### src/design/prc_pkg.sv
// package for the polygon rectangle clipper
// shared constants, register codes and the token control type; no dependencies
`default_nettype none
package prc_pkg;

	localparam int DEF_COORD_BITS = 16;
	localparam int DEF_DEPTH_BITS = 24;
	localparam int DEF_FRAC_BITS  = 16;
	localparam int COLOR_BITS     = 8;
	localparam int CFG_BITS       = 13;
	localparam int NUM_STAGES     = 4;

	localparam logic [CFG_BITS-1:0] FRAME_WIDTH_RST  = 13'd640;
	localparam logic [CFG_BITS-1:0] FRAME_HEIGHT_RST = 13'd480;

	// configuration register indexes
	localparam logic REG_FRAME_WIDTH  = 1'b0;
	localparam logic REG_FRAME_HEIGHT = 1'b1;

	// clip edges, in cascade order
	localparam int STAGE_LEFT   = 0;
	localparam int STAGE_TOP    = 1;
	localparam int STAGE_RIGHT  = 2;
	localparam int STAGE_BOTTOM = 3;

	// control part of a token handed from cell to cell
	typedef struct packed {
		logic has_vtx;
		logic close;
	} tok_ctl_t;

endpackage
`default_nettype wire

### src/design/prc_lerp.sv
// interpolation unit: outside + (inside - outside) * t, truncated toward outside
// uses prc_pkg; two registered steps (multiply, then add)
`default_nettype none
module prc_lerp
	import prc_pkg::*;
#(
	parameter int W         = DEF_COORD_BITS,
	parameter bit SGN       = 1'b1,
	parameter int FRAC_BITS = DEF_FRAC_BITS
) (
	input  wire logic                 clk,
	input  wire logic                 mul_en,
	input  wire logic                 add_en,
	input  wire logic [W-1:0]         o,
	input  wire logic [W-1:0]         i,
	input  wire logic [FRAC_BITS:0]   t,
	output logic      [W-1:0]         res
);

	logic signed [W:0]       oe, ie, d;
	logic                    neg;
	logic [W-1:0]            mag;
	logic [W+FRAC_BITS:0]    prod;
	logic [W:0]              p_s1;
	logic                    neg_s1;
	logic signed [W:0]       o_s1;
	logic [W+1:0]            sum;
	logic [W-1:0]            res_q;
	logic [W:0]              negd;

	assign oe   = SGN ? {o[W-1], o} : {1'b0, o};
	assign ie   = SGN ? {i[W-1], i} : {1'b0, i};
	assign d    = ie - oe;
	assign neg  = d[W];
	assign negd = -d;
	assign mag  = neg ? negd[W-1:0] : d[W-1:0];
	assign prod = (W+FRAC_BITS+1)'(mag) * (W+FRAC_BITS+1)'(t);

	always_ff @(posedge clk) begin
		if (mul_en) begin
			p_s1   <= prod[W+FRAC_BITS:FRAC_BITS];
			neg_s1 <= neg;
			o_s1   <= oe;
		end
	end

	assign sum = neg_s1 ? ({o_s1[W], o_s1} - {1'b0, p_s1})
	                    : ({o_s1[W], o_s1} + {1'b0, p_s1});

	always_ff @(posedge clk) begin
		if (add_en) begin
			res_q <= sum[W-1:0];
		end
	end

	assign res = res_q;

endmodule
`default_nettype wire

### src/design/prc_cell.sv
// one clip cell: clips the vertex stream against a single frame edge
// uses prc_pkg and prc_lerp; serial divider for the edge fraction
`default_nettype none
module prc_cell
	import prc_pkg::*;
#(
	parameter int COORD_BITS = DEF_COORD_BITS,
	parameter int DEPTH_BITS = DEF_DEPTH_BITS,
	parameter int FRAC_BITS  = DEF_FRAC_BITS,
	parameter int STAGE      = STAGE_LEFT,
	localparam int VW        = 2*COORD_BITS + DEPTH_BITS + 3*COLOR_BITS
) (
	input  wire logic                clk,
	input  wire logic                arst_n,
	input  wire logic [CFG_BITS-1:0] limit,
	input  wire logic                in_valid,
	output logic                     in_stall,
	input  wire logic [VW-1:0]       in_vtx,
	input  wire tok_ctl_t            in_ctl,
	output logic                     out_valid,
	input  wire logic                out_stall,
	output logic      [VW-1:0]       out_vtx,
	output tok_ctl_t                 out_ctl
);

	localparam int  EW   = ((COORD_BITS > CFG_BITS + 1) ? COORD_BITS : CFG_BITS + 1) + 1;
	localparam int  MW   = EW + 1;
	localparam int  RW   = MW + 1;
	localparam int  TW   = FRAC_BITS + 1;
	localparam int  CNTW = $clog2(TW);
	localparam bit  ON_X = (STAGE == STAGE_LEFT) || (STAGE == STAGE_RIGHT);
	localparam bit  IS_MAX = (STAGE == STAGE_TOP) || (STAGE == STAGE_RIGHT);
	localparam int  ZO   = 3*COLOR_BITS;

	localparam logic [3:0] ST_IDLE  = 4'd0;
	localparam logic [3:0] ST_CLOSE = 4'd1;
	localparam logic [3:0] ST_EDGE  = 4'd2;
	localparam logic [3:0] ST_DIV   = 4'd3;
	localparam logic [3:0] ST_MUL   = 4'd4;
	localparam logic [3:0] ST_ADD   = 4'd5;
	localparam logic [3:0] ST_OUTI  = 4'd6;
	localparam logic [3:0] ST_OUTV  = 4'd7;
	localparam logic [3:0] ST_FWD   = 4'd8;

	logic [3:0]      state_q;
	logic            started_q, close_q, cedge_q, emitv_q;
	logic [VW-1:0]   first_q, prev_q, p1_q, p2_q, o_q, i_q;
	logic [RW-1:0]   rem_q;
	logic [MW-1:0]   ud_q;
	logic [TW-1:0]   t_q;
	logic [CNTW-1:0] cnt_q;

	logic signed [EW-1:0] lim_e, c_e;
	logic                 in1, in2;
	logic [3:0]           done_st;

	// edge test on one vertex
	function automatic logic inside_f(input logic [VW-1:0] v, input logic signed [EW-1:0] lim);
		logic signed [EW-1:0] xe, ye;
		xe = {{(EW-COORD_BITS){v[VW-1]}}, v[VW-1 -: COORD_BITS]};
		ye = {{(EW-COORD_BITS){v[VW-1-COORD_BITS]}}, v[VW-1-COORD_BITS -: COORD_BITS]};
		case (STAGE)
			STAGE_LEFT:  inside_f = !xe[EW-1];
			STAGE_TOP:   inside_f = ye < lim;
			STAGE_RIGHT: inside_f = xe < lim;
			default:     inside_f = !ye[EW-1];
		endcase
	endfunction

	// coordinate across the edge, sign extended
	function automatic logic signed [EW-1:0] axis_f(input logic [VW-1:0] v);
		logic [COORD_BITS-1:0] a;
		a = ON_X ? v[VW-1 -: COORD_BITS] : v[VW-1-COORD_BITS -: COORD_BITS];
		axis_f = {{(EW-COORD_BITS){a[COORD_BITS-1]}}, a};
	endfunction

	function automatic logic [MW-1:0] absdiff_f(input logic signed [EW-1:0] a,
		input logic signed [EW-1:0] b);
		logic signed [EW:0] df;
		df = {a[EW-1], a} - {b[EW-1], b};
		absdiff_f = df[EW] ? MW'(-df) : MW'(df);
	endfunction

	assign lim_e = {{(EW-CFG_BITS){1'b0}}, limit};
	assign c_e   = IS_MAX ? (lim_e - EW'(1)) : '0;
	assign in1   = inside_f(p1_q, lim_e);
	assign in2   = inside_f(p2_q, lim_e);
	assign done_st = cedge_q ? ST_FWD : ST_CLOSE;

	// divider step
	logic          div_ge;
	logic [MW-1:0] div_sub;
	assign div_ge  = rem_q >= {1'b0, ud_q};
	assign div_sub = div_ge ? MW'(rem_q - {1'b0, ud_q}) : rem_q[MW-1:0];

	// interpolators
	logic                  mul_en, add_en;
	logic [COORD_BITS-1:0] oth_o, oth_i, oth_r;
	logic [DEPTH_BITS-1:0] z_r;
	logic [COLOR_BITS-1:0] r_r, g_r, b_r;

	assign mul_en = state_q == ST_MUL;
	assign add_en = state_q == ST_ADD;
	assign oth_o  = ON_X ? o_q[VW-1-COORD_BITS -: COORD_BITS] : o_q[VW-1 -: COORD_BITS];
	assign oth_i  = ON_X ? i_q[VW-1-COORD_BITS -: COORD_BITS] : i_q[VW-1 -: COORD_BITS];

	prc_lerp #(.W(COORD_BITS), .SGN(1'b1), .FRAC_BITS(FRAC_BITS)) u_lerp_c (
		.clk(clk), .mul_en(mul_en), .add_en(add_en),
		.o(oth_o), .i(oth_i), .t(t_q), .res(oth_r)
	);
	prc_lerp #(.W(DEPTH_BITS), .SGN(1'b1), .FRAC_BITS(FRAC_BITS)) u_lerp_z (
		.clk(clk), .mul_en(mul_en), .add_en(add_en),
		.o(o_q[ZO +: DEPTH_BITS]), .i(i_q[ZO +: DEPTH_BITS]), .t(t_q), .res(z_r)
	);
	prc_lerp #(.W(COLOR_BITS), .SGN(1'b0), .FRAC_BITS(FRAC_BITS)) u_lerp_r (
		.clk(clk), .mul_en(mul_en), .add_en(add_en),
		.o(o_q[2*COLOR_BITS +: COLOR_BITS]), .i(i_q[2*COLOR_BITS +: COLOR_BITS]),
		.t(t_q), .res(r_r)
	);
	prc_lerp #(.W(COLOR_BITS), .SGN(1'b0), .FRAC_BITS(FRAC_BITS)) u_lerp_g (
		.clk(clk), .mul_en(mul_en), .add_en(add_en),
		.o(o_q[COLOR_BITS +: COLOR_BITS]), .i(i_q[COLOR_BITS +: COLOR_BITS]),
		.t(t_q), .res(g_r)
	);
	prc_lerp #(.W(COLOR_BITS), .SGN(1'b0), .FRAC_BITS(FRAC_BITS)) u_lerp_b (
		.clk(clk), .mul_en(mul_en), .add_en(add_en),
		.o(o_q[0 +: COLOR_BITS]), .i(i_q[0 +: COLOR_BITS]), .t(t_q), .res(b_r)
	);

	logic [VW-1:0]         ivtx;
	logic [COORD_BITS-1:0] c_c;
	assign c_c  = c_e[COORD_BITS-1:0];
	assign ivtx = ON_X ? {c_c, oth_r, z_r, r_r, g_r, b_r} : {oth_r, c_c, z_r, r_r, g_r, b_r};

	always_ff @(posedge clk or negedge arst_n) begin
		if (!arst_n) begin
			state_q   <= ST_IDLE;
			started_q <= 1'b0;
			close_q   <= 1'b0;
			cedge_q   <= 1'b0;
			emitv_q   <= 1'b0;
			cnt_q     <= '0;
		end else begin
			case (state_q)
				ST_IDLE: begin
					if (in_valid) begin
						close_q <= in_ctl.close;
						if (in_ctl.has_vtx && started_q) begin
							cedge_q <= 1'b0;
							state_q <= ST_EDGE;
						end else begin
							state_q <= ST_CLOSE;
							if (in_ctl.has_vtx) begin
								started_q <= 1'b1;
							end
						end
					end
				end
				ST_CLOSE: begin
					if (close_q && started_q) begin
						started_q <= 1'b0;
						cedge_q   <= 1'b1;
						state_q   <= ST_EDGE;
					end else if (close_q) begin
						state_q <= ST_FWD;
					end else begin
						state_q <= ST_IDLE;
					end
				end
				ST_EDGE: begin
					cnt_q <= '0;
					if (in1 && in2) begin
						state_q <= ST_OUTV;
					end else if (in1 || in2) begin
						emitv_q <= in2;
						state_q <= ST_DIV;
					end else begin
						state_q <= done_st;
					end
				end
				ST_DIV: begin
					cnt_q <= cnt_q + CNTW'(1);
					if (cnt_q == CNTW'(TW-1)) begin
						state_q <= ST_MUL;
					end
				end
				ST_MUL:  state_q <= ST_ADD;
				ST_ADD:  state_q <= ST_OUTI;
				ST_OUTI: begin
					if (!out_stall) begin
						state_q <= emitv_q ? ST_OUTV : done_st;
					end
				end
				ST_OUTV: begin
					if (!out_stall) begin
						state_q <= done_st;
					end
				end
				ST_FWD: begin
					if (!out_stall) begin
						state_q <= ST_IDLE;
					end
				end
				default: state_q <= ST_IDLE;
			endcase
		end
	end

	// vertex and divider datapath
	always_ff @(posedge clk) begin
		case (state_q)
			ST_IDLE: begin
				if (in_valid && in_ctl.has_vtx) begin
					prev_q <= in_vtx;
					p1_q   <= prev_q;
					p2_q   <= in_vtx;
					if (!started_q) begin
						first_q <= in_vtx;
					end
				end
			end
			ST_CLOSE: begin
				p1_q <= prev_q;
				p2_q <= first_q;
			end
			ST_EDGE: begin
				o_q   <= in1 ? p2_q : p1_q;
				i_q   <= in1 ? p1_q : p2_q;
				rem_q <= RW'(in1 ? absdiff_f(c_e, axis_f(p2_q)) : absdiff_f(c_e, axis_f(p1_q)));
				ud_q  <= absdiff_f(axis_f(p1_q), axis_f(p2_q));
				t_q   <= '0;
			end
			ST_DIV: begin
				t_q   <= {t_q[TW-2:0], div_ge};
				rem_q <= {div_sub, 1'b0};
			end
			default: ;
		endcase
	end

	assign in_stall        = state_q != ST_IDLE;
	assign out_valid       = (state_q == ST_OUTI) || (state_q == ST_OUTV) || (state_q == ST_FWD);
	assign out_vtx         = (state_q == ST_OUTI) ? ivtx : p2_q;
	assign out_ctl.has_vtx = state_q != ST_FWD;
	assign out_ctl.close   = state_q == ST_FWD;

endmodule
`default_nettype wire

### config.mk
export PLATFORM = sky130hd
export DESIGN_NAME = prc_cell
export DESIGN_NICKNAME = d
export VERILOG_FILES = /design/src/design/prc_pkg.sv /design/src/design/prc_lerp.sv /design/src/design/prc_cell.sv
export SDC_FILE = /design/constraint.sdc
export NUM_CORES = 2
export LEC_CHECK = 0
export BUFFER_PORTS_ARGS = -buffer_cell sky130_fd_sc_hd__buf_2
export CAP_MARGIN = 20
export CORE_UTILIZATION = 50
export CTS_BUF_LIST = sky130_fd_sc_hd__clkbuf_4 sky130_fd_sc_hd__clkbuf_8 sky130_fd_sc_hd__clkbuf_16
export CTS_CLUSTER_DIAMETER = 150
export DETAILED_ROUTE_END_ITERATION = 10
export GPL_ROUTABILITY_DRIVEN = 0
export GPL_TIMING_DRIVEN = 1
export PLACE_DENSITY_LB_ADDON = 0.2
export RECOVER_POWER = 100
export REMOVE_ABC_BUFFERS = 1
export SKIP_CTS_REPAIR_TIMING = 1
export SYNTH_ARGS = -nofsm -noshare
export SYNTH_HDL_FRONTEND = slang
export SYNTH_SLANG_ARGS = --single-unit
### constraint.sdc
create_clock -name clk -period 24.4 [get_ports clk]
set_clock_uncertainty 0.1 [all_clocks]
set_input_delay 4.88 -clock clk [delete_from_list [all_inputs] [get_ports clk]]
set_output_delay 4.88 -clock clk [all_outputs]
set_load 0.01 [all_outputs]
==> impl_metrics.env <==
export IMPL_outcome="complete, but fails checks"
export IMPL_violations="capacitance limit, slew limit"
export IMPL_ys_warn_count=0
export IMPL_synth_seq_cells=712
export IMPL_fp_row_count=135
export IMPL_period_needed_ns=12.34
export IMPL_grt_pass1_wl_um=251000
export IMPL_min_from="prev_q[14]"
export IMPL_period_share_pct=50.6
export IMPL_drive_gt1_share_pct=8.29
export IMPL_synth_ff_type="edfxtp_1"
export IMPL_worstReg2RegStart="o_q[24]"
export IMPL_cts_made_buffers=77
export IMPL_grt_usage_pct=23.0
export IMPL_core_area_um2=135000
export IMPL_avgSynthCellArea_um2=10.5
export IMPL_critPathMaxStageDelay_ns=0.86
export IMPL_netlist_cell_type_count=86
export IMPL_yosysTopAreaCell="edfxtp_1"
export IMPL_grtUsageMet1_pct=32.6
export IMPL_viasPerCell=5.43
export IMPL_grt_overflow=0
export IMPL_hold_viol=0
export IMPL_worst_r2r_endpoint="u_lerp_z.p_s1[23]"
export IMPL_netlist_top_cells_area="edfxtp_1 (31%), fa_1 (24%), ha_1 (9.2%)"
export IMPL_ys_seq_area_share_pct=31.3
export IMPL_async_reset_ff_share_pct=1.83
export IMPL_crit_fanout=17
export IMPL_postRouteAntennaNets=0
export IMPL_layout_nets=7969
export IMPL_via_count=45600
export IMPL_critPathArrivalTime_ns=12.67
export IMPL_timing_hold_ws_ns=0.311
export IMPL_min_path_cells=0
export IMPL_syn_area_um2=68200
export IMPL_critPathLaunchType="flop"
export IMPL_clock_latency_ns=0.68
export IMPL_start_util_pct=50.4
export IMPL_syn_to_final_growth_pct=8.18
export IMPL_end_kind="flop"
export IMPL_die_x_um=371
export IMPL_dp_cells=8261
export IMPL_tritoncts="built"
export IMPL_fmax_mhz=81.0
export IMPL_tns_ns=0
export IMPL_rsz0062_at_grt="false"
export IMPL_clkSinkCount=712
export IMPL_slew_violations=1034
export IMPL_avgRoutedWirePerCell_um=18.3
export IMPL_stdcell_count=8405
export IMPL_rr_worst_depth=41
export IMPL_dp_hpwl_um=111000
export IMPL_die_y_um=371
export IMPL_port_buffers=169
export IMPL_worst_pin_slew_ns=9.00
export IMPL_root_buffer="clkbuf_16"
export IMPL_gr_usage_met3_pct=3.25
export IMPL_multiInputGateArea_um2=42000
export IMPL_io_pins=183
export IMPL_htree_levels=3
export IMPL_die_area_um2=138000
export IMPL_slew_headroom_pct=-500
export IMPL_regArea_um2=21300
export IMPL_firstDrtPassIters=6
export IMPL_required_ns=24.72
export IMPL_drc=0
export IMPL_worstSetupPathType="flop to flop"
export IMPL_maxCapViolCount=22
export IMPL_setup_viol=0
export IMPL_grt_busiest_layer="met2"
export IMPL_hp_class="flop to flop"
export IMPL_grt_max_degree=149
export IMPL_first_iter_violations=2781
export IMPL_antenna_found_initial=16
export IMPL_hold_end="p1_q[14]"
export IMPL_synthDominantCellAreaShare_pct=30.8
export IMPL_synth_edff_count=699
export IMPL_cp_slowest_cell="clkbuf_1"
export IMPL_path_clk_slew_ns=0.06
export IMPL_grt_use_met2_pct=37.3
export IMPL_finalWirelength_um=154000
export IMPL_syn_inst=6469
export IMPL_r2r_setup_slack_ns=12.06
export IMPL_grt_pass1_vias=47600
export IMPL_cts_buffer_depth=3
export IMPL_fillers=11800
==> layout make-up <==
cell class	instances	share of cell area [%]
tap	1781	3.02
antenna	5	0.0170
clock inverter	49	0.950
sequential	712	28.9
timing repair buffer	265	1.79
clock buffer	89	2.74
multi-input combinational	4403	57.0
inverter	1101	5.60
==> kinds of logic after synthesis <==
kind of cell	share of synthesized area [%]
other	0.00550
AO/OA/AOI/OAI	5.96
buffers and inverters	7.46
multiplexers	4.94
AND/OR/NAND/NOR	13.1
XOR/XNOR	4.35
adder cells (fa/ha/maj)	32.9
flip-flops	31.3
==> how the worst max path moves through the flow <==
stage          startpoint                end  slack (ns)  cells past startpoint
2_1_floorplan  state_q[0]            p1_q[0]       13.63                      3
3_3_place_gp      o_q[24]  u_lerp_z.p_s1[23]       13.39                     41
3_5_place_dp      o_q[24]  u_lerp_z.p_s1[23]       13.23                     40
4_1_cts           o_q[24]  u_lerp_z.p_s1[23]       13.23                     40
5_1_grt           o_q[24]  u_lerp_z.p_s1[23]       11.33                     41
6_report          o_q[24]  u_lerp_z.p_s1[23]       12.06                     41
==> metal layers <==
layer  vias to the layer above  share of wire, %
met1                     23200                45
met2                      1063                47
li1                      21100                 -
met4                        14               1.9
met3                       205               5.6
met5                         -             0.058
==> critical path: cells and delay by family (launching register included) <==
kind | cells | cell delay [ns]
adders and majority gates | 9 | 3.87
AOI/OAI and AO/OA | 16 | 3.68
buffers and inverters | 9 | 2.28
and+or+nand+nor | 5 | 1.22
xor gates and xnor gates | 2 | 0.50
DFF | 1 | 0.40
==> metrics by stage <==
| step | cell area (um^2) | setup WS [ns] | utilization, % |
|---|---|---|---|
| 4_1_cts | 74100 | 13.23 | 54.8 |
| 5_1_grt | 73800 | 11.33 | 54.5 |
| 3_5_place_dp | 71400 | 13.23 | 52.7 |
| 2_1_floorplan | 67200 | 13.63 | - |
| 3_3_place_gp | 71300 | 13.39 | 52.7 |
| 6_report | 73800 | 12.06 | 54.5 |
==> placed cells by master, fill, tap and decap left out, types with 178 or more instances in the layout <==
cell type,netlist,final
fa_1,808,808
nor2_1,245,243
and2_1,292,279
nand2_1,752,752
mux2_2,276,256
edfxtp_1,699,699
a21oi_1,178,178
ha_1,502,502
inv_1,1100,1099
xnor2_1,247,228
nor2b_1,178,178
==> synthesized netlist by cell type (7+ instances only) <==
master	count
inv_1	1100
fa_1	808
nand2_1	752
edfxtp_1	699
ha_1	502
and2_1	292
mux2_2	276
xnor2_1	247
nor2_1	245
clkbuf_1	242
a21oi_1	178
nor2b_1	178
o21ai_0	115
nand2b_1	101
xor2_1	89
nor3_1	75
a21o_1	66
nand3_1	56
a31oi_1	28
o21a_1	28
o21bai_1	26
mux2i_1	25
o31ai_1	22
a211oi_1	21
nor4_1	21
and3_1	19
nand4_1	19
or3_1	19
a21boi_0	18
o211ai_1	17
or4_1	14
dfrtp_1	13
a211o_1	11
or2_2	11
buf_1	8
o41ai_1	8
nor3b_1	7
o2111ai_1	7
==> state kept, by name, indices dropped and copies added (netlist names), 16 cells and up <==
signal	count
u_lerp_z.p_s1	24
p2_q	80
u_lerp_c.o_s1	16
rem_q	19
u_lerp_c.res	16
u_lerp_c.p_s1	16
t_q	17
o_q	64
prev_q	80
ud_q	18
u_lerp_z.o_s1	24
first_q	80
p1_q	80
u_lerp_z.res	24
i_q	64
Power is left out: the tool's default activity adds up to more than one toggle a clock period on the data nets, which glitch-free logic cannot reach.
