## src/design/prc_pkg.sv

```systemverilog
// package for the polygon rectangle clipper
// shared constants, register codes and the token control type; no dependencies
`default_nettype none
package prc_pkg;

	localparam int DEF_COORD_BITS = 16;
	localparam int DEF_DEPTH_BITS = 24;
	localparam int DEF_FRAC_BITS  = 16;
	localparam int COLOR_BITS     = 8;
	localparam int CFG_BITS       = 13;
	localparam int NUM_STAGES     = 4;

	localparam logic [CFG_BITS-1:0] FRAME_WIDTH_RST  = 13'd640;
	localparam logic [CFG_BITS-1:0] FRAME_HEIGHT_RST = 13'd480;

	// configuration register indexes
	localparam logic REG_FRAME_WIDTH  = 1'b0;
	localparam logic REG_FRAME_HEIGHT = 1'b1;

	// clip edges, in cascade order
	localparam int STAGE_LEFT   = 0;
	localparam int STAGE_TOP    = 1;
	localparam int STAGE_RIGHT  = 2;
	localparam int STAGE_BOTTOM = 3;

	// control part of a token handed from cell to cell
	typedef struct packed {
		logic has_vtx;
		logic close;
	} tok_ctl_t;

endpackage
`default_nettype wire

```

## src/design/prc_sink.sv

```systemverilog
// output cell: holds one clipped vertex back so the final one can be marked
// uses prc_pkg; drives the result register of the block
`default_nettype none
module prc_sink
	import prc_pkg::*;
#(
	parameter int COORD_BITS = DEF_COORD_BITS,
	parameter int DEPTH_BITS = DEF_DEPTH_BITS,
	localparam int VW        = 2*COORD_BITS + DEPTH_BITS + 3*COLOR_BITS
) (
	input  wire logic          clk,
	input  wire logic          arst_n,
	input  wire logic          in_valid,
	output logic               in_stall,
	input  wire logic [VW-1:0] in_vtx,
	input  wire tok_ctl_t      in_ctl,
	output logic               out_valid,
	input  wire logic          out_stall,
	output logic      [VW-1:0] out_vtx,
	output logic               out_last,
	output logic               out_empty
);

	logic          hold_valid_q, ovalid_q, olast_q, oempty_q;
	logic [VW-1:0] hold_q, ovtx_q;
	logic          acc;

	assign in_stall = ovalid_q && out_stall;
	assign acc      = in_valid && !in_stall;

	always_ff @(posedge clk or negedge arst_n) begin
		if (!arst_n) begin
			hold_valid_q <= 1'b0;
			ovalid_q     <= 1'b0;
		end else begin
			if (acc && in_ctl.has_vtx) begin
				hold_valid_q <= 1'b1;
				ovalid_q     <= hold_valid_q;
			end else if (acc) begin
				hold_valid_q <= 1'b0;
				ovalid_q     <= 1'b1;
			end else if (!out_stall) begin
				ovalid_q <= 1'b0;
			end
		end
	end

	always_ff @(posedge clk) begin
		if (acc && in_ctl.has_vtx) begin
			hold_q   <= in_vtx;
			ovtx_q   <= hold_q;
			olast_q  <= 1'b0;
			oempty_q <= 1'b0;
		end else if (acc) begin
			ovtx_q   <= hold_valid_q ? hold_q : '0;
			olast_q  <= 1'b1;
			oempty_q <= !hold_valid_q;
		end
	end

	assign out_valid = ovalid_q;
	assign out_vtx   = ovtx_q;
	assign out_last  = olast_q;
	assign out_empty = oempty_q;

endmodule
`default_nettype wire

```

## config.mk

```make
export PLATFORM = sky130hd
export DESIGN_NAME = prc_sink
export DESIGN_NICKNAME = d
export VERILOG_FILES = /design/src/design/prc_pkg.sv /design/src/design/prc_sink.sv
export SDC_FILE = /design/constraint.sdc
export NUM_CORES = 1
export LEC_CHECK = 0
export ABC_AREA = 1
export ABC_CLOCK_PERIOD_IN_PS = 3100
export BUFFER_PORTS_ARGS = -buffer_cell sky130_fd_sc_hd__buf_2
export CAP_MARGIN = 10
export CORE_UTILIZATION = 53
export CTS_BUF_LIST = sky130_fd_sc_hd__clkbuf_16
export DETAILED_ROUTE_END_ITERATION = 6
export PLACE_DENSITY = 0.79
export SYNTH_ARGS = -nofsm -noshare
export SYNTH_HDL_FRONTEND = slang
export SYNTH_SLANG_ARGS = --single-unit
```

## constraint.sdc

```tcl
create_clock -name clk -period 3.1 [get_ports clk]
set_input_delay 0.155 -clock clk [delete_from_list [all_inputs] [get_ports clk]]
set_output_delay 0.155 -clock clk [all_outputs]
set_load 0.01 [all_outputs]
```

==> results of run 1 <==
-- stage by stage --
stage | cells | setup WS (ns)
floorplan | 625 | 0.241
global route | 1042 | 0.744
CTS | 1042 | 0.907
global placement | 929 | 0.903
detailed placement | 929 | 0.858
finish | 1043 | 0.910
-- repair_timing --
item | CTS | global route
setup endpoints to repair | 0 | 0
hold buffers | 81 | 0
resized for setup | 0 | 0
hold endpoints to repair | 82 | 0
-- registers in the layout (all words and copies together), names as in the netlist --
name and count:
hold_q 80, hold_valid_q 1, out_empty 1, out_last 1
out_valid 1, out_vtx 80
-- cell families after synthesis --
group / Yosys count
buf+inv: 129
flops: 164
simple gates: 330
compound gates: 2
-- worst max-delay path by stage --
stage	start	endpoint	slack (ns)	cells after the start
floorplan	out_valid$_DFFE_PN0P_	hold_q[0]$_DFFE_PP_	0.24	4
global placement	in_valid	out_vtx[21]$_DFFE_PP_	0.90	4
detailed placement	in_valid	out_vtx[21]$_DFFE_PP_	0.86	4
CTS	out_valid$_DFFE_PN0P_	out_vtx[17]$_DFFE_PP_	0.91	4
global route	out_valid$_DFFE_PN0P_	out_vtx[17]$_DFFE_PP_	0.74	4
finish	out_valid$_DFFE_PN0P_	out_vtx[20]$_DFFE_PP_	0.91	4
-- layer usage --
layer / share of wire (%) / vias to the layer above / track usage [%] / wire (microns)
met5: 0 / - / 0 / 0
met4: 3.4 / 0 / 14.3 / 533
met3: 6.2 / 56 / 5.14 / 978
met2: 53 / 269 / 42.6 / 8370
met1: 38 / 2494 / 28.6 / 6010
li1: - / 2555 / - / -
-- cells in the mapped netlist --
| cell | n |
|---|---|
| sky130_fd_sc_hd__nand2_1 | 248 |
| sky130_fd_sc_hd__edfxtp_1 | 160 |
| sky130_fd_sc_hd__inv_1 | 85 |
| sky130_fd_sc_hd__nand4_1 | 81 |
| sky130_fd_sc_hd__buf_2 | 26 |
| sky130_fd_sc_hd__buf_4 | 15 |
| sky130_fd_sc_hd__clkbuf_1 | 3 |
| sky130_fd_sc_hd__dfrtp_1 | 2 |
| sky130_fd_sc_hd__dfxtp_1 | 2 |
| sky130_fd_sc_hd__nand3_2 | 1 |
| sky130_fd_sc_hd__o21ai_0 | 1 |
| sky130_fd_sc_hd__o21ai_1 | 1 |
-- area by class of cell --
type	instances	share of cell area, %
clock buffers	17	4.59
flip-flops and latches	164	52.8
multi-input cells	332	15.9
inverters	85	3.47
repair buffers	257	18.7
clock inverters	15	2.11
well taps	172	2.32
diodes	1	0.0270
-- where the power goes --
part,switching (mW),internal (mW)
sequential,0.0511,2.63
combinational,0.418,0.266
clock,0.799,1.41
total,1.27,4.30
==> flow_metrics.py, run 1 <==
metrics = {
    "run_status": {
        "status": "completed",
    },
    "synth": {
        "synthesis.area_per_instance_sq_um": 11.1,
        "seq_area_frac_synth_pct": 70.7,
        "synthesized_instance_count": 625,
        "netlist_top_cells_area": "sky130_fd_sc_hd__edfxtp_1 69%, sky130_fd_sc_hd__nand2_1 13%, sky130_fd_sc_hd__nand4_1 7.3%, sky130_fd_sc_hd__inv_1 4.6%, sky130_fd_sc_hd__buf_2 1.9%",
        "synthSimpleGateAreaFrac_pct": 20.9,
        "mappedNetlistArea_sq_mm": 0.00693,
        "largest_family_of_logic_cells_by_synthesized_area": "simple AND/OR/NAND/NOR gates",
        "adder_and_majority_cell_fraction_of_the_synthesized_area_pct": 0,
        "ys_seq_elements": 164,
        "muxShareOfSynthArea_pct": 0,
        "ys_types": 12,
        "post-synth-top-area-cell": "sky130_fd_sc_hd__edfxtp_1",
        "synthesis.yosys.warnings": 0,
        "synth_xor_area_share_pct": 0,
        "synth_top_area_share_pct": 69.4,
        "synth-compound-area-share_pct": 0.145,
        "synth_nets": 711,
    },
    "clock_network": {
        "h_tree_level_count": 4,
        "cts.root.buffer_cell": "sky130_fd_sc_hd__clkbuf_16",
        "cts_buffers": 17,
        "post_cts.repair.setup_buffers": 0,
        "clock-sinks": 164,
        "clkTransAtPathRegs_ns": 0.06,
        "tritoncts": "yes",
        "cts-root-to-sink-buffers": 2,
        "insertion_delay_ns": 0.42,
    },
    "timing": {
        "fmax_mhz": 457,
        "holdWs_ns": 0.0520,
        "report.final.slew_viol_count": 0,
        "slew-limit-headroom_pct": 40.1,
        "final.period_utilization_pct": 70.6,
        "final-hold-violation-count": 0,
        "finalSetupTns_ns": 0,
        "min_period_ns": 2.19,
        "final_setup_violating_endpoints": 0,
        "setup_skew_after_layout_ns": 0.00849,
        "tightestPinTransition_ns": 0.898,
        "grt_setup_unrepaired": "no",
    },
    "routing": {
        "drc_violations_left": 0,
        "drt_first_iter_violations": 446,
        "drtPass1Iterations": 5,
        "post_drt_wl_per_cell_microns": 15.2,
        "num_vias": 5374,
        "routed_via_density": 5.15,
        "ant_nets": 0,
        "final_wl_microns": 15900,
    },
    "placement": {
        "detailed_place.area_sq_mm": 0.00783,
        "placed_wire_length_estimate_after_detailed_placement_microns": 9080,
        "placement.io_buffers": 168,
        "place_congestion": 0.736,
    },
    "final_layout": {
        "layout.cells.most_common_list": "247 x sky130_fd_sc_hd__nand2_1, 168 x sky130_fd_sc_hd__buf_2, 160 x sky130_fd_sc_hd__edfxtp_1",
        "num-fill-cells": 818,
        "syn_to_final_growth_pct": 33.8,
        "final_layout_size_suffix_gt1_share_pct": 23.8,
        "seqCellArea_sq_mm": 0.00490,
        "final_core_util_pct": 73.1,
        "layout_cell_area_excl_fill_sq_mm": 0.00927,
        "number_of_nets_in_the_layout": 943,
        "most_common_library_cell_in_the_layout_ignoring_fill_and_taps": "sky130_fd_sc_hd__nand2_1",
        "multi_input_comb_area_sq_mm": 0.00147,
    },
    "flow_run": {
        "max_cap_viol_count": 0,
    },
    "floorplan": {
        "initial_utilization_pct": 54.7,
        "fp.dieArea_sq_mm": 0.0135,
        "placementRows": 41,
        "die_height_microns": 116,
        "floorplan.core_area_sq_mm": 0.0127,
        "die_outline_width_microns": 116,
        "io_pins": 170,
    },
    "global_routing": {
        "overall_global_routing_usage_pct": 24.7,
        "global_route_wire_length_before_repair_microns": 24700,
        "grt_antenna_before_repair": 0,
        "grt-ovfl-total": 0,
        "via_count_of_the_first_global_routing_pass": 5162,
        "pin_count_of_the_biggest_net_entering_global_routing": 84,
    },
    "setup_path": {
        "crit_chain": "nand2_4, nand2_1, clkinv_2, buf_4",
        "critical_path.max_fanout": 44,
        "reg2regPathDepth": 4,
        "path_class": "register to register",
        "crit_slowest_cell": "sky130_fd_sc_hd__clkinv_2",
        "worst_r2r_startpoint": "out_valid$_DFFE_PN0P_",
        "worstPathRequired_ns": 3.19,
        "worst_setup_path_start_kind": "register",
        "worst_r2r_endpoint": "out_vtx[20]$_DFFE_PP_",
        "crit_family": "buffers and inverters",
        "timing.critical_path.slowest_cell_delay_ns": 0.42,
        "critPathBufInv": 2,
        "cp_data_arrival_time_ns": 2.28,
        "register_to_register_setup_slack_ns": 0.91,
        "timing.critical_path.to_type": "register",
    },
    "power_and_ir_drop": {
        "power_density_mw_per_mm2": 601,
        "post-layout-total-power_mw": 5.57,
        "power_leakage_nw": 4.49,
        "worst_ir_drop_vdd_v": 0.000344,
    },
    "min_path": {
        "holdCritPathClass": "primary input to asynchronous set/reset pin",
    },
}
Note: power is estimated with default switching activity, not from simulation.
==> inputs of run 2 (changes only) <==
--- a/config.mk
+++ b/config.mk
@@ -6,7 +6,7 @@
 export NUM_CORES = 1
 export LEC_CHECK = 0
 export ABC_AREA = 1
-export ABC_CLOCK_PERIOD_IN_PS = 3100
+export ABC_CLOCK_PERIOD_IN_PS = 2220
 export BUFFER_PORTS_ARGS = -buffer_cell sky130_fd_sc_hd__buf_2
 export CAP_MARGIN = 10
 export CORE_UTILIZATION = 53
==> constraint.sdc (replaced) <==
create_clock -name clk -period 2.22 [get_ports clk]
set_input_delay 0.111 -clock clk [delete_from_list [all_inputs] [get_ports clk]]
set_output_delay 0.111 -clock clk [all_outputs]
set_load 0.01 [all_outputs]
==> flow_metrics.py, run 2 (same netlist as run 1, synthesis figures left out) <==
metrics = {
    "clock_network": {
        "h_tree_level_count": 4,
        "clkTransAtPathRegs_ns": 0.06,
        "post_cts.repair.setup_buffers": 0,
        "insertion_delay_ns": 0.43,
        "cts-root-to-sink-buffers": 2,
        "tritoncts": "yes",
        "clock-sinks": 164,
        "cts_resized": 0,
        "cts_buffers": 17,
        "cts.root.buffer_cell": "sky130_fd_sc_hd__clkbuf_16",
    },
    "final_layout": {
        "multi_input_comb_area_sq_mm": 0.00148,
        "layout_cell_area_excl_fill_sq_mm": 0.00926,
        "layout.cells.most_common_list": "246 x sky130_fd_sc_hd__nand2_1, 168 x sky130_fd_sc_hd__buf_2, 160 x sky130_fd_sc_hd__edfxtp_1",
        "final_layout_size_suffix_gt1_share_pct": 23.7,
        "most_common_library_cell_in_the_layout_ignoring_fill_and_taps": "sky130_fd_sc_hd__nand2_1",
        "number_of_nets_in_the_layout": 945,
        "num-fill-cells": 815,
        "seqCellArea_sq_mm": 0.00490,
        "syn_to_final_growth_pct": 33.7,
    },
    "routing": {
        "dr_wl_met3_microns": 1070,
        "drtPass1Iterations": 6,
        "post_drt_wl_per_cell_microns": 15.6,
        "num_vias": 5353,
        "routed.top_layer": "met4",
        "ant_nets": 0,
        "drt_first_iter_violations": 439,
        "wl_met2_microns": 8650,
        "routed_via_density": 5.12,
        "routedLengthMet1_microns": 6080,
        "drc_violations_left": 0,
        "final_wl_microns": 16300,
    },
    "flow_run": {
        "max_cap_viol_count": 0,
    },
    "setup_path": {
        "register_to_register_setup_slack_ns": 0.43,
        "cp_data_arrival_time_ns": 1.92,
        "worst_setup_path_start_kind": "register",
        "timing.critical_path.to_type": "output pin",
        "critical_path.max_fanout": 81,
        "reg2regPathDepth": 4,
        "worstPathRequired_ns": 2.11,
        "path_class": "register to output pin",
    },
    "global_routing": {
        "pin_count_of_the_biggest_net_entering_global_routing": 83,
        "overall_global_routing_usage_pct": 25.0,
        "global_route_wire_length_before_repair_microns": 24800,
        "grt-ovfl-total": 0,
        "via_count_of_the_first_global_routing_pass": 5018,
        "grt_antenna_before_repair": 0,
    },
    "floorplan": {
        "die_outline_width_microns": 116,
        "initial_utilization_pct": 54.7,
        "floorplan.core_area_sq_mm": 0.0127,
        "die_height_microns": 116,
        "placementRows": 41,
        "fp.dieArea_sq_mm": 0.0135,
        "io_pins": 170,
    },
    "timing": {
        "grt_setup_unrepaired": "no",
        "final_setup_violating_endpoints": 0,
        "final.period_utilization_pct": 91.3,
        "finalSetupTns_ns": 0,
        "setup_slack_ns": 0.192,
        "tightestPinTransition_ns": 0.884,
        "final-hold-violation-count": 0,
        "min_period_ns": 2.03,
        "slew-limit-headroom_pct": 41.1,
        "setup_skew_after_layout_ns": 0.00790,
        "holdWs_ns": 0.0120,
        "fmax_mhz": 493,
        "report.final.slew_viol_count": 0,
    },
    "placement": {
        "placement.io_buffers": 168,
        "placed_wire_length_estimate_after_detailed_placement_microns": 8780,
        "post-place-ws_ns": 0.536,
        "place_congestion": 0.718,
        "detailed_place.area_sq_mm": 0.00786,
    },
    "power_and_ir_drop": {
        "power.share.clock_pct": 38.5,
        "power_leakage_nw": 4.49,
        "p_int_mw": 5.88,
        "p_switching_mw": 1.77,
        "power_frac_comb_pct": 12.6,
        "power_frac_seq_pct": 48.9,
        "swShare_pct": 23.1,
        "power_density_mw_per_mm2": 826,
        "worst_ir_drop_vdd_v": 0.000539,
    },
    "min_path": {
        "holdCritPathClass": "primary input to asynchronous set/reset pin",
    },
    "run_status": {
        "status": "completed",
    },
}
==> run 2: area by class of cell <==
cell class,instances,share of cell area [%]
sequential,164,52.9
timing repair buffer,259,18.9
multi-input combinational,332,16.0
clock buffer,17,4.59
inverter,85,3.53
tap,172,2.32
clock inverter,15,1.77
antenna,1,0.0270
==> run 2: power groups by stage <==
stage	Combinational (mW)	Sequential, mW	Clock (mW)
after floorplan	0.461	3.87	0
after global placement	0.806	3.79	0
after detailed placement	0.836	3.80	0
after CTS	0.954	3.74	2.97
after global routing	1.07	3.76	3.10
final	0.967	3.74	2.94
==> run 2: final timing paths <==
path,startpoint,endpoint
hold reg to reg,out_empty$_SDFFE_PP0P_,out_empty$_SDFFE_PP0P_
max in group asynchronous,arst_n,hold_valid_q$_DFFE_PN0P_
setup / recovery,out_valid$_DFFE_PN0P_,in_stall
hold / removal,arst_n,hold_valid_q$_DFFE_PN0P_
min in group clk,in_valid,out_valid$_DFFE_PN0P_
setup reg to reg,out_valid$_DFFE_PN0P_,out_vtx[52]$_DFFE_PP_
==> run 2: metrics by stage <==
| stage | util, % | total power, mW | instances |
|---|---|---|---|
| after global routing | 73.1 | 7.93 | 1044 |
| final | 73.1 | 7.65 | 1045 |
| after detailed placement | 62.0 | 4.63 | 931 |
| after floorplan | - | 4.34 | 625 |
| after global placement | 62.0 | 4.60 | 931 |
| after CTS | 73.1 | 7.66 | 1044 |
==> run 2: timing repair <==
action	in CTS	in global routing
endpoints found under the setup margin	0	0
hold endpoints to repair	82	0
hold buffers	81	0
==> run 2: metal layers <==
| layer | up-vias | global-route usage (%) |
|---|---|---|
| met3 | 46 | 5.50 |
| li1 | 2565 | - |
| met1 | 2487 | 29.6 |
| met2 | 255 | 42.7 |
| met4 | 0 | 13.6 |
| met5 | - | 0 |
==> run 2: critical path, cell delays in order, from the launching register on <==
cell and delay, ns:
sky130_fd_sc_hd__dfrtp_1 0.41, sky130_fd_sc_hd__nand2_4 0.11, sky130_fd_sc_hd__buf_4 0.66, sky130_fd_sc_hd__inv_1 0.11
sky130_fd_sc_hd__buf_2 0.17
==> inputs of run 3 (changes only) <==
==> config.mk (replaced) <==
export PLATFORM = sky130hd
export DESIGN_NAME = prc_sink
export DESIGN_NICKNAME = d
export VERILOG_FILES = /design/src/design/prc_pkg.sv /design/src/design/prc_sink.sv
export SDC_FILE = /design/constraint.sdc
export NUM_CORES = 1
export LEC_CHECK = 0
export ABC_CLOCK_PERIOD_IN_PS = 2300
export BUFFER_PORTS_ARGS = -buffer_cell sky130_fd_sc_hd__buf_2
export CAP_MARGIN = 10
export CORE_ASPECT_RATIO = 0.5
export CORE_UTILIZATION = 50
export CTS_BUF_LIST = sky130_fd_sc_hd__clkbuf_16
export DETAILED_ROUTE_END_ITERATION = 6
export PLACE_DENSITY = 0.78
export SYNTH_ARGS = -nofsm -noshare
export SYNTH_HDL_FRONTEND = slang
export SYNTH_SLANG_ARGS = --single-unit
==> constraint.sdc (replaced) <==
create_clock -name clk -period 2.3 [get_ports clk]
set_input_delay 0.115 -clock clk [delete_from_list [all_inputs] [get_ports clk]]
set_output_delay 0.115 -clock clk [all_outputs]
set_load 0.01 [all_outputs]
==> flow_metrics.py, run 3 <==
metrics = {
    "run_status": {
        "status": "completed",
    },
    "timing": {
        "tightestPinTransition_ns": 0.568,
        "grt_setup_unrepaired": "no",
        "final_setup_violating_endpoints": 0,
        "final-hold-violation-count": 0,
        "report.final.slew_viol_count": 0,
        "min_period_ns": 1.77,
        "slew-limit-headroom_pct": 62.1,
        "final.period_utilization_pct": 77.1,
        "fmax_mhz": 564,
        "setup_skew_after_layout_ns": 0.0115,
    },
    "final_layout": {
        "layout_cell_area_excl_fill_sq_mm": 0.00802,
        "final_core_util_pct": 76.5,
        "number_of_nets_in_the_layout": 621,
        "final_layout_size_suffix_gt1_share_pct": 38.1,
        "seqCellArea_sq_mm": 0.00489,
        "layout.cells.most_common_list": "168 x sky130_fd_sc_hd__buf_2, 160 x sky130_fd_sc_hd__edfxtp_1, 84 x sky130_fd_sc_hd__dlygate4sd3_1",
        "syn_to_final_growth_pct": 45.3,
        "num-fill-cells": 639,
        "multi_input_comb_area_sq_um": 583,
        "most_common_library_cell_in_the_layout_ignoring_fill_and_taps": "sky130_fd_sc_hd__buf_2",
    },
    "placement": {
        "place_congestion": 0.760,
        "detailed_place.area_sq_mm": 0.00657,
        "placement.io_buffers": 168,
        "placed_wire_length_estimate_after_detailed_placement_microns": 6340,
    },
    "routing": {
        "drc_violations_left": 0,
        "routed_via_density": 4.56,
        "dr_wl_met3_microns": 470,
        "routedLengthMet1_microns": 4170,
        "ant_nets": 0,
        "drtPass1Iterations": 5,
        "wl_met2_microns": 6110,
        "routed.top_layer": "met4",
        "post_drt_wl_per_cell_microns": 16.0,
        "final_wl_microns": 11100,
        "num_vias": 3141,
        "drt_first_iter_violations": 155,
    },
    "synth": {
        "synth_top_area_share_pct": 87.1,
        "synth-compound-area-share_pct": 0.839,
        "muxShareOfSynthArea_pct": 0,
        "synth_top_cells_by_count": "160 x sky130_fd_sc_hd__edfxtp_1, 80 x sky130_fd_sc_hd__nor2b_1, 8 x sky130_fd_sc_hd__buf_2",
        "post-synth-top-area-cell": "sky130_fd_sc_hd__edfxtp_1",
        "synthSimpleGateAreaFrac_pct": 9.48,
        "synthesis.yosys.warnings": 0,
        "adder_and_majority_cell_fraction_of_the_synthesized_area_pct": 0,
        "mappedNetlistArea_sq_mm": 0.00552,
        "dominantRegCellSynth": "sky130_fd_sc_hd__edfxtp_1",
        "synth-edff-count": 160,
        "synth_xor_area_share_pct": 0,
        "yosysMostFrequentCell": "sky130_fd_sc_hd__edfxtp_1",
        "synth_nets": 352,
        "ys_types": 13,
        "seq_area_frac_synth_pct": 88.7,
        "largest_family_of_logic_cells_by_synthesized_area": "simple AND/OR/NAND/NOR gates",
        "synthesis.area_per_instance_sq_um": 20.7,
        "netlist_top_cells_area": "sky130_fd_sc_hd__edfxtp_1 87%, sky130_fd_sc_hd__nor2b_1 9.1%, sky130_fd_sc_hd__dfrtp_1 0.91%, sky130_fd_sc_hd__buf_2 0.73%, sky130_fd_sc_hd__dfxtp_1 0.73%",
        "synthesized_instance_count": 266,
        "ys_seq_elements": 164,
        "asyncSetResetFlopFracSynth_pct": 1.22,
    },
    "setup_path": {
        "timing.critical_path.to_type": "register",
        "timing.critical_path.depth": 5,
        "worst_r2r_endpoint": "out_vtx[20]$_DFFE_PP_",
        "crit_chain": "a21bo_4, clkinvlp_4, a21oi_4, buf_4, nor2b_1",
        "timing.critical_path.slowest_cell_delay_ns": 0.45,
        "critPathBufInv": 2,
        "worstPathRequired_ns": 2.43,
        "crit_end": "out_vtx[20]$_DFFE_PP_",
        "reg2regPathDepth": 5,
        "crit_family": "buffers and inverters",
        "worst_r2r_startpoint": "out_valid$_DFFE_PN0P_",
        "register_to_register_setup_slack_ns": 0.53,
        "path_class": "register to register",
        "critical_path.startpoint": "out_valid$_DFFE_PN0P_",
        "cp_data_arrival_time_ns": 1.90,
        "critical_path.max_fanout": 50,
        "crit_slowest_cell": "sky130_fd_sc_hd__buf_4",
        "worst_setup_path_start_kind": "register",
    },
    "power_and_ir_drop": {
        "power_density_mw_per_mm2": 886,
        "power_leakage_nw": 3.15,
        "worst_ir_drop_vdd_v": 0.000688,
    },
    "flow_run": {
        "max_cap_viol_count": 0,
    },
    "global_routing": {
        "global_route_wire_length_before_repair_microns": 16700,
        "grt-ovfl-total": 0,
        "via_count_of_the_first_global_routing_pass": 3312,
        "pin_count_of_the_biggest_net_entering_global_routing": 62,
        "grt_antenna_before_repair": 1,
        "overall_global_routing_usage_pct": 20.3,
    },
    "clock_network": {
        "tritoncts": "yes",
        "cts_buffers": 17,
        "insertion_delay_ns": 0.41,
        "clkTransAtPathRegs_ns": 0.06,
        "cts-root-to-sink-buffers": 2,
        "h_tree_level_count": 4,
        "clock-sinks": 164,
        "cts_resized": 0,
        "cts.root.buffer_cell": "sky130_fd_sc_hd__clkbuf_16",
    },
    "floorplan": {
        "die_outline_width_microns": 151,
        "fp.dieArea_sq_mm": 0.0115,
        "io_pins": 170,
        "floorplan.core_area_sq_mm": 0.0105,
        "placementRows": 26,
        "initial_utilization_pct": 52.7,
        "die_height_microns": 76.3,
    },
    "min_path": {
        "holdCritPathClass": "primary input to asynchronous set/reset pin",
    },
}
-- run 3: changes by cell type in the layout (fill, tap and decap cells not counted), moves of 80 or more --
| cell | change |
|---|---|
| sky130_fd_sc_hd__nand4_1 | -81 |
| sky130_fd_sc_hd__nor2b_1 | +80 |
| sky130_fd_sc_hd__nand2_1 | -243 |
| sky130_fd_sc_hd__inv_1 | -88 |
-- run 3: cell families after synthesis --
kind of cell,after synthesis
DFF,164
AOI/OAI and AO/OA,5
buffers and inverters,11
and+or+nand+nor,86
-- run 3: area by class of cell --
| class | count | share of cell area, % |
|---|---|---|
| Clock inverter | 15 | 2.26 |
| Clock buffer | 17 | 5.31 |
| Sequential cell | 164 | 61.1 |
| Tap cell | 140 | 2.19 |
| Inverter | 3 | 0.187 |
| Multi-Input combinational cell | 91 | 7.27 |
| Timing Repair Buffer | 258 | 21.7 |
| Antenna cell | 1 | 0.0312 |
-- run 3: report_power, final --
part,internal (mW),leakage (nW),total [mW],switching (mW)
sequential,3.53,1.57,3.58,0.0529
combinational,0.299,1.29,0.645,0.346
clock,1.72,0.284,2.88,1.16
total,5.55,3.15,7.11,1.56
-- run 3: routing by layer --
metal	vias up	track usage (%)
met5	-	0
met4	0	11.8
met3	22	4.19
met2	101	36.7
met1	1505	22.0
li1	1513	-
-- run 3: what timing repair did --
item                                   in CTS  in global routing
setup buffers                               0                  0
setup endpoints to repair                   0                  0
endpoints found under the hold margin      84                  0
hold buffers                               84                  0
-- run 3: how the worst min path moves through the flow --
stage	startpoint	end	slack, ns	cells past startpoint
6_report	arst_n	out_valid$_DFFE_PN0P_	0.04	2
5_1_grt	arst_n	out_valid$_DFFE_PN0P_	0.04	2
4_1_cts	arst_n	hold_valid_q$_DFFE_PN0P_	0.02	2
3_5_place_dp	arst_n	out_valid$_DFFE_PN0P_	-0.09	1
3_3_place_gp	arst_n	out_valid$_DFFE_PN0P_	-0.09	1
2_1_floorplan	arst_n	hold_valid_q$_DFFE_PN0P_	-0.18	0
-- run 3: stage by stage --
| step | cells | setup slack (ns) | total power, mW | hold slack (ns) | TNS [ns] |
|---|---|---|---|---|---|
| floorplan | 266 | -0.299 | 3.91 | -0.181 | -23.53 |
| global placement | 572 | 0.639 | 4.15 | -0.0946 | 0 |
| detailed placement | 572 | 0.571 | 4.17 | -0.0900 | 0 |
| CTS | 688 | 0.560 | 7.13 | 0.0177 | 0 |
| global route | 689 | 0.437 | 7.33 | 0.0448 | 0 |
| finish | 689 | 0.526 | 7.11 | 0.0426 | 0 |
